===== src/design/pkbed_pkg.sv =====
`default_nettype none

package pkbed_pkg;

    localparam int MAX_BLOCK_BYTES_DEFAULT = 65536;

    // Bit 7 of a varint byte says that another byte follows.
    localparam int VARINT_CONT_BIT = 7;

    typedef enum logic [1:0] {
        KIND_HEADER = 2'd0,
        KIND_KEY    = 2'd1,
        KIND_VALUE  = 2'd2,
        KIND_ERROR  = 2'd3
    } item_kind_t;

    typedef enum logic [2:0] {
        PH_HEADER = 3'b001,
        PH_KEY    = 3'b010,
        PH_VALUE  = 3'b100
    } phase_t;

    typedef struct packed {
        logic [7:0] data_byte;
        logic       block_start;
    } in_item_t;

    typedef struct packed {
        item_kind_t  item_kind;
        logic [7:0]  byte_out;
        logic [15:0] key_position;
        logic [15:0] shared_length;
        logic [15:0] suffix_length;
        logic [15:0] value_size;
        logic        entry_last;
        logic        area_end;
    } out_item_t;

endpackage

`default_nettype wire


===== src/design/prefix_key_block_entry_decoder_top.sv =====
`default_nettype none

// Parses the entry area of one sorted-table block, one byte per cycle. Each entry header
// (shared, suffix and value lengths as varint32) yields one header request, then each suffix
// byte a key request at its full key position and each value byte a value request; the final
// request of an entry carries entry_last. Corruption yields one error request and then silence
// until the next byte with block_start. A new byte can be taken in every cycle unless a
// waiting result is stalled; a taken byte is held in the input register, goes through one pass
// of parse logic and has its result registered in the result register, and bytes that cause no
// result simply pass through. The user must write entries_length only while the block is
// idle; the block itself does not enforce this.
module prefix_key_block_entry_decoder_top
    import pkbed_pkg::*;
#(
    parameter int MAX_BLOCK_BYTES = MAX_BLOCK_BYTES_DEFAULT
)
(
    input  wire logic        clk,
    input  wire logic        rst_n,
    input  wire logic        in_valid,
    output logic             in_stall,
    input  wire in_item_t    in_item,
    output logic             out_valid,
    input  wire logic        out_stall,
    output out_item_t        out_item,
    input  wire logic        cfg_wr_en,
    input  wire logic [15:0] cfg_wr_data
);

    localparam logic [16:0] AREA_CAP =
        (MAX_BLOCK_BYTES > 65536) ? 17'd65536 : 17'(MAX_BLOCK_BYTES);

    logic [15:0] entries_length_reg;

    logic        s1_valid_reg;
    in_item_t    s1_item_reg;
    logic        s1_advance;

    logic        out_valid_reg;
    out_item_t   out_item_reg;

    logic [15:0] byte_offset_reg,     byte_offset_next;
    phase_t      phase_reg,           phase_next;
    logic [1:0]  header_field_reg,    header_field_next;
    logic [31:0] varint_accum_reg,    varint_accum_next;
    logic [2:0]  varint_count_reg,    varint_count_next;
    logic [31:0] shared_reg,          shared_next;
    logic [31:0] suffix_reg,          suffix_next;
    logic [31:0] value_len_reg,       value_len_next;
    logic [15:0] bytes_left_reg,      bytes_left_next;
    logic [15:0] prev_key_length_reg, prev_key_length_next;
    logic        error_flag_reg,      error_flag_next;

    logic        produce;
    out_item_t   result;

    assign s1_advance = s1_valid_reg && (!out_valid_reg || !out_stall);
    assign in_stall   = s1_valid_reg && !s1_advance;
    assign out_valid  = out_valid_reg;
    assign out_item   = out_item_reg;

    always_comb
    begin
        logic [15:0] cur_offset;
        phase_t      cur_phase;
        logic [1:0]  cur_field;
        logic [31:0] cur_accum;
        logic [2:0]  cur_count;
        logic [31:0] cur_shared;
        logic [31:0] cur_suffix;
        logic [31:0] cur_value;
        logic [15:0] cur_left;
        logic [15:0] cur_prev;
        logic        cur_error;
        logic [7:0]  b;
        logic [15:0] lim;
        logic [15:0] rem;
        logic [31:0] contrib;
        logic [31:0] vint;
        logic [32:0] body_len;
        logic [15:0] left_dec;
        logic        last;

        // A block start clears the parse state before its own byte is parsed.
        if (s1_item_reg.block_start)
        begin
            cur_offset = '0;
            cur_phase  = PH_HEADER;
            cur_field  = '0;
            cur_accum  = '0;
            cur_count  = '0;
            cur_shared = '0;
            cur_suffix = '0;
            cur_value  = '0;
            cur_left   = '0;
            cur_prev   = '0;
            cur_error  = 1'b0;
        end
        else
        begin
            cur_offset = byte_offset_reg;
            cur_phase  = phase_reg;
            cur_field  = header_field_reg;
            cur_accum  = varint_accum_reg;
            cur_count  = varint_count_reg;
            cur_shared = shared_reg;
            cur_suffix = suffix_reg;
            cur_value  = value_len_reg;
            cur_left   = bytes_left_reg;
            cur_prev   = prev_key_length_reg;
            cur_error  = error_flag_reg;
        end

        b   = s1_item_reg.data_byte;
        lim = ({1'b0, entries_length_reg} > AREA_CAP) ? AREA_CAP[15:0] : entries_length_reg;
        rem = lim - cur_offset - 16'd1;

        // The fifth varint byte lands at bit 28; its upper bits fall off the word.
        if (cur_count[2])
        begin
            contrib = {b[3:0], 28'd0};
        end
        else
        begin
            case (cur_count[1:0])
                2'd0:    contrib = {25'd0, b[6:0]};
                2'd1:    contrib = {18'd0, b[6:0], 7'd0};
                2'd2:    contrib = {11'd0, b[6:0], 14'd0};
                2'd3:    contrib = {4'd0, b[6:0], 21'd0};
                default: contrib = '0;
            endcase
        end
        vint     = cur_accum | contrib;
        body_len = {1'b0, cur_suffix} + {1'b0, vint};
        left_dec = (cur_left != 16'd0) ? cur_left - 16'd1 : cur_left;
        last     = 1'b0;

        byte_offset_next     = (cur_offset != 16'hFFFF) ? cur_offset + 16'd1 : cur_offset;
        phase_next           = cur_phase;
        header_field_next    = cur_field;
        varint_accum_next    = cur_accum;
        varint_count_next    = cur_count;
        shared_next          = cur_shared;
        suffix_next          = cur_suffix;
        value_len_next       = cur_value;
        bytes_left_next      = cur_left;
        prev_key_length_next = cur_prev;
        error_flag_next      = cur_error;

        produce               = 1'b0;
        result.item_kind      = KIND_ERROR;
        result.byte_out       = '0;
        result.key_position   = '0;
        result.shared_length  = '0;
        result.suffix_length  = '0;
        result.value_size     = '0;
        result.entry_last     = 1'b0;
        result.area_end       = 1'b0;

        if (!cur_error && (cur_offset < lim))
        begin
            case (cur_phase)
                PH_KEY, PH_VALUE:
                begin
                    produce                = 1'b1;
                    bytes_left_next        = left_dec;
                    result.byte_out        = b;
                    result.shared_length   = cur_shared[15:0];
                    result.suffix_length   = cur_suffix[15:0];
                    result.value_size      = cur_value[15:0];
                    if (cur_phase == PH_KEY)
                    begin
                        result.item_kind    = KIND_KEY;
                        result.key_position = cur_shared[15:0] + (cur_suffix[15:0] - cur_left);
                    end
                    else
                    begin
                        result.item_kind    = KIND_VALUE;
                    end
                    if (left_dec == 16'd0)
                    begin
                        if ((cur_phase == PH_KEY) && (cur_value != 32'd0))
                        begin
                            phase_next      = PH_VALUE;
                            bytes_left_next = cur_value[15:0];
                        end
                        else
                        begin
                            phase_next = PH_HEADER;
                            last       = 1'b1;
                        end
                    end
                    result.entry_last = last;
                    result.area_end   = last && (rem == 16'd0);
                end
                default:
                begin
                    if (cur_count[2] && b[VARINT_CONT_BIT])
                    begin
                        produce         = 1'b1;
                        error_flag_next = 1'b1;
                    end
                    else if (b[VARINT_CONT_BIT])
                    begin
                        varint_accum_next = vint;
                        varint_count_next = cur_count + 3'd1;
                        if (rem == 16'd0)
                        begin
                            produce         = 1'b1;
                            error_flag_next = 1'b1;
                        end
                    end
                    else
                    begin
                        varint_accum_next = '0;
                        varint_count_next = '0;
                        case (cur_field)
                            2'd0:    shared_next    = vint;
                            2'd1:    suffix_next    = vint;
                            default: value_len_next = vint;
                        endcase
                        if (cur_field != 2'd2)
                        begin
                            header_field_next = cur_field + 2'd1;
                            if (rem == 16'd0)
                            begin
                                produce         = 1'b1;
                                error_flag_next = 1'b1;
                            end
                        end
                        else
                        begin
                            header_field_next = '0;
                            produce           = 1'b1;
                            if ((body_len > {17'd0, rem}) || (cur_shared > {16'd0, cur_prev}))
                            begin
                                error_flag_next = 1'b1;
                            end
                            else
                            begin
                                // Suffix and value fit the area; shared fits the last key.
                                prev_key_length_next = cur_shared[15:0] + cur_suffix[15:0];
                                if (cur_suffix != 32'd0)
                                begin
                                    phase_next      = PH_KEY;
                                    bytes_left_next = cur_suffix[15:0];
                                end
                                else if (vint != 32'd0)
                                begin
                                    phase_next      = PH_VALUE;
                                    bytes_left_next = vint[15:0];
                                end
                                else
                                begin
                                    phase_next      = PH_HEADER;
                                    bytes_left_next = '0;
                                    last            = 1'b1;
                                end
                                result.item_kind     = KIND_HEADER;
                                result.shared_length = cur_shared[15:0];
                                result.suffix_length = cur_suffix[15:0];
                                result.value_size    = vint[15:0];
                                result.entry_last    = last;
                                result.area_end      = last && (rem == 16'd0);
                            end
                        end
                    end
                end
            endcase
        end
    end

    always_ff @(posedge clk or negedge rst_n)
    begin
        if (!rst_n)
        begin
            entries_length_reg  <= '0;
            s1_valid_reg        <= 1'b0;
            out_valid_reg       <= 1'b0;
            byte_offset_reg     <= '0;
            phase_reg           <= PH_HEADER;
            header_field_reg    <= '0;
            varint_accum_reg    <= '0;
            varint_count_reg    <= '0;
            shared_reg          <= '0;
            suffix_reg          <= '0;
            value_len_reg       <= '0;
            bytes_left_reg      <= '0;
            prev_key_length_reg <= '0;
            error_flag_reg      <= 1'b0;
        end
        else
        begin
            if (cfg_wr_en)
            begin
                entries_length_reg <= cfg_wr_data;
            end
            if (!in_stall)
            begin
                s1_valid_reg <= in_valid;
            end
            if (out_valid_reg && !out_stall)
            begin
                out_valid_reg <= 1'b0;
            end
            if (s1_advance)
            begin
                out_valid_reg       <= produce;
                byte_offset_reg     <= byte_offset_next;
                phase_reg           <= phase_next;
                header_field_reg    <= header_field_next;
                varint_accum_reg    <= varint_accum_next;
                varint_count_reg    <= varint_count_next;
                shared_reg          <= shared_next;
                suffix_reg          <= suffix_next;
                value_len_reg       <= value_len_next;
                bytes_left_reg      <= bytes_left_next;
                prev_key_length_reg <= prev_key_length_next;
                error_flag_reg      <= error_flag_next;
            end
        end
    end

    always_ff @(posedge clk)
    begin
        if (!in_stall)
        begin
            s1_item_reg <= in_item;
        end
        if (s1_advance && produce)
        begin
            out_item_reg <= result;
        end
    end

endmodule

`default_nettype wire

===== config.mk =====
export PLATFORM = sky130hd
export DESIGN_NAME = prefix_key_block_entry_decoder_top
export DESIGN_NICKNAME = d
export VERILOG_FILES = /design/src/design/pkbed_pkg.sv /design/src/design/prefix_key_block_entry_decoder_top.sv
export SDC_FILE = /design/constraint.sdc
export NUM_CORES = 1
export LEC_CHECK = 0
export BUFFER_PORTS_ARGS = -buffer_cell sky130_fd_sc_hd__buf_2
export CORE_ASPECT_RATIO = 0.9
export CORE_MARGIN = 10
export CORE_UTILIZATION = 30
export CTS_CLUSTER_DIAMETER = 100
export DETAILED_ROUTE_END_ITERATION = 10
export PLACE_DENSITY_LB_ADDON = 0.05
export SLEW_MARGIN = 40
export SYNTH_ARGS = -nofsm -noshare
export SYNTH_HDL_FRONTEND = slang
export SYNTH_SLANG_ARGS = --single-unit

===== constraint.sdc =====
create_clock -name clk -period 16.7 [get_ports clk]
set_input_delay 1.67 -clock clk [delete_from_list [all_inputs] [get_ports clk]]
set_output_delay 1.67 -clock clk [all_outputs]
set_load 0.05 [all_outputs]

* Yosys cells after proc, flatten, opt, wreduce, memory -nomap -nowiden *
Cells that the tools add are included.

storage, ports and cells
  register bits = 288
  bits of input ports = 30
  output and inout bits = 78
  logic and storage cells = 183

operators by class
  eq/ne operators = 8
  multiplexer cells = 108
  magnitude comparators = 4
  reductions and logical operators = 28
  bitwise gates (word level) = 1
  $add $sub $neg = 10

operators by type and width
  cell                                                                     count
  32-bit 2-to-1 mux                                                        24
  16-bit 2-to-1 mux                                                        22
  50-bit 2-to-1 mux                                                        5
  32-bit one-hot mux with 4 select lines                                   1
  32-bit nonzero test                                                      3
  3-bit 2-to-1 mux                                                         16
  32-bit by 32-bit adder with 33-bit output                                1
  33-bit by 16-bit > comparator with 1-bit output                          1
  16-bit adder                                                             2
  32-bit by 16-bit > comparator with 1-bit output                          1
  16-bit logical NOT                                                       2
  32-bit OR                                                                1
  16-bit by 1-bit subtractor with 16-bit output (second input constant)    2
  16-bit subtractor                                                        2
  1-bit 2-to-1 mux                                                         28
  2-bit 2-to-1 mux                                                         12
  16-bit by 17-bit > comparator with 1-bit output (second input constant)  1
  16-bit by 1-bit adder with 16-bit output (second input constant)         1
  16-bit less-than comparator                                              1
  16-bit inequality test (second input constant)                           1
  16-bit nonzero test                                                      1
  1-bit logical AND                                                        9
  2-bit by 1-bit == test with 1-bit output (second input constant)         2
  2-bit == test (second input constant)                                    2
  12 further kinds                                                         18

* Depth between registers and ports, before layout *
Gate-level depths: netlist of run 1.

  depth after elaboration = 20
  gate-level depth with buffers = 39
  gate-level depth less buffers = 29

* Worst setup path before layout of run 1 *
No wires, ideal clock.

  path type = register to register
  start = reg s1_item_reg[0] in the netlist's numbering
  end = reg out_item_reg (netlist bit out_item[74]), data pin
  setup slack = 8.821 ns
  data required time = 16.431 ns
  arrival time = 7.610 ns
  stages on the path, launching flop included = 39
  setup time = 0.269 ns
  path buffers = 10
  clock period less this slack = 7.879 ns
  cell sequence = edfxtp_1 -> inv_2 -> buf_4 -> buf_2 -> buf_1 -> buf_2 -> buf_2 -> buf_1 -> buf_1 -> buf_1 -> nand2_1 -> ha_1 -> and2_1 -> clkbuf_1 -> a22oi_1 -> inv_1 -> ha_1 -> inv_1 -> [... 3 more ...] -> a311o_1 -> o31ai_1 -> o31a_1 -> o21ai_0 -> xnor2_1 -> ha_1 -> nand4_1 -> nor3_1 -> nand2_1 -> o21ai_0 -> a31o_2 -> o211ai_1 -> nor4bb_1 -> o211ai_1 -> nor3_1 -> a31o_2 -> clkbuf_1 -> o21ai_0

between the ends
  longest elaborated chain between the ends = 13
  elaborated cells between the ends (all ways) = 36
  classes of those cells = 3 x add/sub; 3 x order compare; 6 x eq/ne; 17 x mux; 1 x bitwise; 6 x reduce/logical

RTL lines
  what                                             line                                       RTL
  start: declaration                               prefix_key_block_entry_decoder_top.sv:36   in_item_t s1_item_reg;
  start signal: assignment                         prefix_key_block_entry_decoder_top.sv:328  s1_item_reg <= in_item;
  3-bit 2-to-1 mux                                 prefix_key_block_entry_decoder_top.sv:85   if (s1_item_reg.block_start)
  2-bit == test, or another cell as far along      prefix_key_block_entry_decoder_top.sv:125  case (cur_count[1:0])
  32-bit one-hot mux with 4 select lines           prefix_key_block_entry_decoder_top.sv:125
  32-bit 2-to-1 mux                                prefix_key_block_entry_decoder_top.sv:119  if (cur_count[2])
  32-bit OR                                        prefix_key_block_entry_decoder_top.sv:133  vint = cur_accum | contrib;
  32-bit by 32-bit adder with 33-bit output        prefix_key_block_entry_decoder_top.sv:134  body_len = {1'b0, cur_suffix} + {1'b0, vint};
  33-bit by 16-bit > comparator with 1-bit output  prefix_key_block_entry_decoder_top.sv:235  if ((body_len > {17'd0, rem}) || (cur_shared > {16'd0, cur_prev}))
  1-bit logical OR                                 prefix_key_block_entry_decoder_top.sv:235
  2-bit 2-to-1 mux                                 prefix_key_block_entry_decoder_top.sv:235
  2-bit 2-to-1 mux                                 prefix_key_block_entry_decoder_top.sv:222  if (cur_field != 2'd2)
  2-bit 2-to-1 mux                                 prefix_key_block_entry_decoder_top.sv:203  else if (b[VARINT_CONT_BIT])
  2-bit 2-to-1 mux                                 prefix_key_block_entry_decoder_top.sv:198  if (cur_count[2] && b[VARINT_CONT_BIT])
  2-bit 2-to-1 mux                                 prefix_key_block_entry_decoder_top.sv:162  case (cur_phase)
  end signal: assignment                           prefix_key_block_entry_decoder_top.sv:332  out_item_reg <= result;
  end: declaration                                 prefix_key_block_entry_decoder_top.sv:40   out_item_t out_item_reg;

Several ways; a longest one is shown, not always the timed one. The select of a mux whose other input is x is not followed.
A chain may end at the register's enable or synchronous reset.

* Worst setup path after layout of run 1 *
  start = reg s1_item_reg[0] in the netlist's numbering
  end = reg prev_key_length_reg[4]

between the ends
  longest elaborated chain between the ends = 14
  elaborated cells between the ends (all ways) = 37
  classes of those cells = 4 x add/sub; 3 x order compare; 6 x eq/ne; 17 x mux; 1 x bitwise; 6 x reduce/logical

RTL lines
  what                                             line                                       RTL
  3-bit 2-to-1 mux                                 prefix_key_block_entry_decoder_top.sv:85
  2-bit == test, or another cell as far along      prefix_key_block_entry_decoder_top.sv:125
  32-bit one-hot mux with 4 select lines           prefix_key_block_entry_decoder_top.sv:125
  32-bit 2-to-1 mux                                prefix_key_block_entry_decoder_top.sv:119
  32-bit OR                                        prefix_key_block_entry_decoder_top.sv:133
  32-bit by 32-bit adder with 33-bit output        prefix_key_block_entry_decoder_top.sv:134
  33-bit by 16-bit > comparator with 1-bit output  prefix_key_block_entry_decoder_top.sv:235
  1-bit logical OR                                 prefix_key_block_entry_decoder_top.sv:235
  16-bit 2-to-1 mux                                prefix_key_block_entry_decoder_top.sv:235
  16-bit 2-to-1 mux                                prefix_key_block_entry_decoder_top.sv:222
  16-bit 2-to-1 mux                                prefix_key_block_entry_decoder_top.sv:203
  16-bit 2-to-1 mux                                prefix_key_block_entry_decoder_top.sv:198
  16-bit 2-to-1 mux                                prefix_key_block_entry_decoder_top.sv:162
  16-bit 2-to-1 mux (*)                            prefix_key_block_entry_decoder_top.sv:160  if (!cur_error && (cur_offset < lim))
  end signal: assignment                           prefix_key_block_entry_decoder_top.sv:318  prev_key_length_reg <= prev_key_length_next;
  end: declaration                                 prefix_key_block_entry_decoder_top.sv:51   logic [15:0] prev_key_length_reg, prev_key_length_next;

Mark *: on every way between the ends. The rest lies on a longest branch, timed or not. The select of a mux whose other input is x is not followed.

==> flow_metrics.py, run 1 <==
metrics = {
    "run_status": {
        "status": "complete, no violations",
    },
    "grt": {
        "grt_remaining_overflow": 0,
        "grt_usage_pct": 20.26,
        "grt_max_degree": 106,
        "grt_pass1_vias": 16900,
        "grt_pass1_wl_um": 114800,
        "antenna_found_initial": 2,
    },
    "placed_design": {
        "post-place-ws_ns": 8.492,
        "gp_congestion": 0.8882,
        "hpwl_um": 57250,
        "dpl_cell_area_um2": 20990,
        "port_buffers": 107,
    },
    "synth": {
        "yosys-top-cells-count": "nand2_1 (304), o21ai_0 (253), dfrtp_1 (202)",
        "syn_area_per_cell_um2": 8.839,
        "synth_top_area_share_pct": 26.11,
        "ys.flop_type": "dfrtp_1",
        "yosysMostFrequentCell": "nand2_1",
        "syn_nets": 2364,
        "synth.area.top_cells": "dfrtp_1 (26%), edfxtp_1 (13%), ha_1 (8.1%)",
        "yosysTopAreaCell": "dfrtp_1",
        "syn_area_um2": 19360,
        "yosysSeqAreaShare_pct": 39.44,
        "yosysUniqueCellTypes": 97,
        "syn_inst": 2190,
        "ys_ff_latch": 288,
        "synth_edf_count": 85,
        "yosysWarnings": 0,
        "async_reset_ff_share_pct": 70.49,
    },
    "timing": {
        "finClkSkew_ns": 0.02270,
        "finalCritPeriodShare_pct": 49.49,
        "rsz0062_at_grt": "false",
        "slew_viol_final": 0,
        "fin_ws_ns": 8.434,
        "fmax_mhz": 121.0,
        "post-route-min-period_ns": 8.266,
        "worst_pin_slew_ns": 0.9813,
        "timing_hold_violations_final": 0,
        "tns_ns": 0,
        "relSlewSlack_pct": 34.58,
        "setup_violations": 0,
    },
    "power": {
        "leakagePower_uw": 0.01015,
        "peakVddDrop_uv": 57.27,
        "power_density_nw_per_um2": 110.9,
    },
    "cts": {
        "cts_max_level": 2,
        "cts.repair.resized": 0,
        "clkLatencyLatePin_ns": 0.57,
        "clkTransAtPathRegs_ns": 0.06,
        "clockBufferDepth": 3,
        "clockRootBuffer": "clkbuf_16",
        "cts_setup_buffers": 0,
        "cts_tree": "built",
        "hold_buffers": 0,
        "cts_buffers": 38,
        "clock_sinks": 288,
    },
    "routing": {
        "avgViaCountPerCell": 5.344,
        "vias": 16890,
        "antenna_left": 0,
        "drtIter0Drc": 1337,
        "routed_wl_um": 77030,
        "dr.pass1.iters": 6,
        "drc": 0,
        "routedWlPerCell_um": 24.37,
    },
    "setup_path": {
        "critical_path.endpoint_type": "register",
        "worstPathArrival_ns": 8.70,
        "cp_max_fo": 105,
        "slowest_stage": "o31ai_1",
        "crit_required_ns": 17.13,
        "critical_path_class": "register to register",
        "max_stage_delay_ns": 0.51,
        "start_kind": "register",
    },
    "die": {
        "initial_core_util_pct": 30.26,
        "io_pins": 108,
        "die_w_um": 287.8,
        "rows": 88,
        "dieArea_um2": 75100,
        "die_h_um": 261.0,
        "core_area_um2": 63970,
    },
    "job": {
        "drv_cap": 0,
    },
    "finish": {
        "drive_gt1_share_pct": 12.03,
        "final_area_um2": 22250,
        "largest_reg_flops": 76,
        "syn2layout_area_growth_pct": 14.95,
        "nets": 2449,
    },
    "min_path": {
        "hold_class": "register to register",
    },
}
==> worst paths after layout <==
kind	startpoint	cells after the start	slack [ns]	endpoint
min in group asynchronous	rst_n	1	1.13	prev_key_length_reg[9]$_DFFE_PN0P_
setup reg to reg	s1_item_reg[0]$_DFFE_PN_	29	8.43	prev_key_length_reg[4]$_DFFE_PN0P_
hold reg to reg	suffix_reg[21]$_DFFE_PN0P_	2	0.48	suffix_reg[21]$_DFFE_PN0P_
hold / removal	suffix_reg[21]$_DFFE_PN0P_	2	0.48	suffix_reg[21]$_DFFE_PN0P_
setup / recovery	s1_item_reg[0]$_DFFE_PN_	29	8.43	prev_key_length_reg[4]$_DFFE_PN0P_
max in group asynchronous	rst_n	2	14.40	shared_reg[5]$_DFFE_PN0P_
==> metal layers <==
metal	GRT usage (%)	part of all wire (%)
met1	27.34	46
met2	33.45	47
met3	2.886	5.1
met4	5.727	2.5
met5	0	0
==> through the flow <==
stage               hold WS, ns  utilization, %  total power [uW]  cells
finish                   0.4764           34.78              2468   3161
global route             0.4965           34.77              2621   3158
CTS                      0.4792           34.76              2496   3158
detailed placement       0.4669           32.82              1638   3090
global placement         0.4575           32.57              1628   3083
floorplan                0.4422               -              1363   2190
==> power by group <==
group	leakage, uW	internal [uW]	switching, uW	total [uW]
Combinational	0.00595	273	515	787
Sequential	0.00359	783	61.1	844
Clock	0.000606	505	332	837
==> kinds of logic after synthesis <==
logic type | synth area share, %
AND/OR/NAND/NOR | 19.31
AO/OA/AOI/OAI | 20.89
flip-flops | 39.44
buffers and inverters | 5.455
adder cells (fa/ha/maj) | 10.11
XOR/XNOR | 3.439
multiplexers | 1.364
==> layout make-up <==
type | instances | area, um^2
Inverter | 155 | 584.3
Tap cell | 855 | 1070
Antenna cell | 3 | 7.507
Fill cell | 6671 | 41720
Multi-Input combinational cell | 1640 | 10770
Clock inverter | 10 | 136.4
Sequential cell | 288 | 7634
Timing Repair Buffer | 152 | 943.4
Clock buffer | 58 | 1109
==> worst max-delay path, delay by kind of cell (launching register included) <==
kind / cells / cell delay, ns
xor gates and xnor gates: 1 / 0.10
adders and majority gates: 3 / 0.97
buffers and inverters: 4 / 1.25
AOI/OAI and AO/OA: 11 / 2.91
DFF: 1 / 0.41
and+or+nand+nor: 10 / 2.44
==> placed cells by master (no fill, tap or decap), types with 11 or more instances in the layout <==
master,count
a211oi_1,15
a21o_1,40
a21oi_1,107
a22o_1,18
a22oi_1,24
a31o_2,12
a31oi_1,19
and2_1,50
and3_1,14
buf_2,107
buf_4,37
clkbuf_1,14
clkbuf_16,40
dfrtp_1,202
edfxtp_1,85
fa_1,18
ha_1,126
inv_1,150
mux2i_1,23
nand2_1,302
nand2b_1,16
nand3_1,34
nand4_1,39
nor2_1,117
nor2b_1,53
nor3_1,39
nor4_1,25
o211ai_1,12
o21a_1,12
o21ai_0,251
o31ai_1,17
or2_2,11
xnor2_1,42
xor2_1,34
No activity file was read; power rests on OpenSTA's default activity.
==> run 2: changes to the inputs <==
--- a/config.mk
+++ b/config.mk
@@ -5,6 +5,7 @@
 export SDC_FILE = /design/constraint.sdc
 export NUM_CORES = 1
 export LEC_CHECK = 0
+export ABC_AREA = 1
 export BUFFER_PORTS_ARGS = -buffer_cell sky130_fd_sc_hd__buf_2
 export CORE_ASPECT_RATIO = 0.9
 export CORE_MARGIN = 10
==> constraint.sdc (replaced) <==
create_clock -name clk -period 7.6 [get_ports clk]
set_input_delay 0.76 -clock clk [delete_from_list [all_inputs] [get_ports clk]]
set_output_delay 0.76 -clock clk [all_outputs]
set_load 0.05 [all_outputs]
==> flow_metrics.py, run 2 <==
metrics = {
    "timing": {
        "finalCritPeriodShare_pct": 84.97,
        "timing_hold_violations_final": 0,
        "rsz0062_at_grt": "false",
        "finClkSkew_ns": 0.03131,
        "holdWs_ns": 0.09696,
        "post-route-min-period_ns": 6.458,
        "fmax_mhz": 154.9,
        "setup_violations": 0,
        "worst_pin_slew_ns": 0.8907,
        "slew_viol_final": 0,
        "tns_ns": 0,
        "relSlewSlack_pct": 40.07,
    },
    "synth": {
        "yosysWarnings": 0,
        "yosysTopAreaCell": "dfrtp_1",
        "synth_edf_count": 85,
        "async_reset_ff_share_pct": 70.49,
        "syn_inst": 2909,
        "yosysSeqAreaShare_pct": 36.16,
        "ys.flop_type": "dfrtp_1",
        "syn_area_um2": 21110,
        "ys_ff_latch": 288,
        "yosys-top-cells-count": "nand2_1 (510), inv_1 (447), nor2_1 (366)",
        "yosysMostFrequentCell": "nand2_1",
        "yosysUniqueCellTypes": 59,
        "synth.area.top_cells": "dfrtp_1 (24%), edfxtp_1 (12%), nand2_1 (9.1%)",
        "synth_top_area_share_pct": 23.94,
        "syn_area_per_cell_um2": 7.258,
        "syn_nets": 3083,
    },
    "grt": {
        "grt_pass1_vias": 19530,
        "grt_pass1_wl_um": 133000,
        "grt_usage_pct": 21.60,
        "grt_max_degree": 81,
        "grt_remaining_overflow": 0,
        "antenna_found_initial": 6,
    },
    "cts": {
        "cts_max_level": 2,
        "cts.repair.resized": 0,
        "cts_setup_buffers": 0,
        "hold_buffers": 0,
        "clockRootBuffer": "clkbuf_16",
        "clkLatencyLatePin_ns": 0.58,
        "clockBufferDepth": 3,
        "clkTransAtPathRegs_ns": 0.06,
        "clock_sinks": 288,
        "cts_tree": "built",
        "cts_buffers": 39,
    },
    "power": {
        "intPower_uw": 4113,
        "peakVddDrop_uv": 160.6,
        "leakagePower_uw": 0.01140,
        "power_density_nw_per_um2": 326.1,
        "power.share.switching_pct": 47.47,
        "comb_power_share_pct": 49.9,
        "clock_power_share_pct": 23.3,
        "pwr-share-seq_pct": 26.8,
        "p_switching_uw": 3716,
    },
    "finish": {
        "nets": 3168,
        "drive_gt1_share_pct": 9.888,
        "multi_input_area_um2": 11280,
        "final_common_cell": "nand2_1",
        "syn2layout_area_growth_pct": 13.69,
        "largest_reg_flops": 76,
        "fillCellCount": 7533,
        "final_cell_mix": "nand2_1 (510), inv_1 (444), nor2_1 (360)",
        "seq_area_um2": 7634,
    },
    "routing": {
        "vias": 20540,
        "routed_wl_um": 89950,
        "dr.pass1.iters": 6,
        "routedWlPerCell_um": 22.68,
        "antenna_left": 0,
        "avgViaCountPerCell": 5.179,
        "drc": 0,
        "drtIter0Drc": 2275,
    },
    "setup_path": {
        "critical_path.endpoint_type": "register",
        "cp_max_fo": 33,
        "r2r_slack_ns": 1.14,
        "critical_path_class": "register to register",
        "max_stage_delay_ns": 0.67,
        "cp_common_cell": "nand2_1",
        "start_kind": "register",
        "worstPathArrival_ns": 6.80,
        "crit_required_ns": 7.94,
        "slowest_stage": "a21oi_1",
    },
    "die": {
        "rows": 92,
        "initial_core_util_pct": 30.22,
        "die_w_um": 299.6,
        "core_area_um2": 69870,
        "dieArea_um2": 81400,
        "die_h_um": 271.7,
        "io_pins": 108,
    },
    "min_path": {
        "hold_class": "primary input to asynchronous set/reset pin",
    },
    "run_status": {
        "status": "complete, no violations",
    },
    "job": {
        "drv_cap": 0,
    },
    "placed_design": {
        "hpwl_um": 68620,
        "port_buffers": 107,
        "gp_congestion": 0.9356,
    },
}
## run 2: changes by cell type after synthesis, sizes merged, moves of 54 or more
cell / change
nor2: +263
nand3: +77
a21oi: +159
nand2: +234
nor2b: -54
inv: +309
## run 2: path summary, 6_finish.rpt
| path | from | cells after the start | end |
|---|---|---|---|
| min in group clk | in_item[3] | 1 | s1_item_reg[3]$_DFFE_PN_ |
| max in group asynchronous | rst_n | 3 | shared_reg[3]$_DFFE_PN0P_ |
| min reg2reg | value_len_reg[25]$_DFFE_PN0P_ | 2 | value_len_reg[25]$_DFFE_PN0P_ |
| max | s1_item_reg[0]$_DFFE_PN_ | 36 | out_item[75]$_SDFFCE_PN1P_ |
| min | rst_n | 1 | value_len_reg[24]$_DFFE_PN0P_ |
| max reg2reg | s1_item_reg[0]$_DFFE_PN_ | 36 | out_item[75]$_SDFFCE_PN1P_ |
## run 2: power groups by stage
| stage | clock network [uW] | logic, uW | registers, uW |
|---|---|---|---|
| final | 1820 | 3910 | 2100 |
| after floorplan | 0 | 2460 | 2180 |
| after detailed placement | 0 | 3850 | 2120 |
| after global routing | 1930 | 4330 | 2140 |
| after CTS | 1870 | 3870 | 2100 |
| after global placement | 0 | 3840 | 2120 |
## run 2: stage by stage
stage / power (uW) / worst slack [ns] / utilization, % / cells / area, um^2
after floorplan: 4639 / 1.011 / - / 2909 / 21120
after global placement: 5960 / 1.417 / 32.53 / 3892 / 22730
after detailed placement: 5974 / 1.310 / 32.58 / 3893 / 22760
after CTS: 7841 / 1.275 / 34.34 / 3964 / 23990
after global routing: 8402 / 0.5980 / 34.35 / 3964 / 24000
final: 7829 / 1.142 / 34.35 / 3966 / 24000
## run 2: kinds of logic (layout without fill, tap and decap cells)
| group | count (synthesis) | in the layout | synth area share, % |
|---|---|---|---|
| buffers and inverters | 573 | 688 | 10.64 |
| muxes | 1 | 1 | 0.05333 |
| AOI/OAI and AO/OA | 704 | 704 | 18.35 |
| and+or+nand+nor | 1129 | 1129 | 22.73 |
| adders and majority gates | 144 | 144 | 9.174 |
| DFF | 288 | 288 | 36.16 |
| xor gates and xnor gates | 70 | 70 | 2.904 |
| other | 0 | 2 | 0 |
## run 2: area by class of cell
| cell class | instances | share of cell area, % |
|---|---|---|
| multi-input cells | 2048 | 46.99 |
| flip-flops and latches | 288 | 31.80 |
| inverters | 467 | 7.324 |
| well taps | 940 | 4.900 |
| clock buffers | 48 | 4.462 |
| repair buffers | 150 | 3.837 |
| clock inverters | 23 | 0.6620 |
| diodes | 2 | 0.02085 |
## run 2: metal layers
layer	share of wire [%]	global-route usage (%)	up-vias
met1	49	32.59	9901
met3	8.8	4.909	104
li1	-	-	9758
met5	0.13	1.011	-
met2	40	30.30	776
met4	2.2	4.999	2
## run 2: critical path: cells and delay by family, from the launching register on
family,cells,cell delay (ns)
and+or+nand+nor,24,2.78
AOI/OAI and AO/OA,3,1.04
buffers and inverters,5,0.90
adders and majority gates,3,0.82
DFF,1,0.48
xor gates and xnor gates,1,0.19
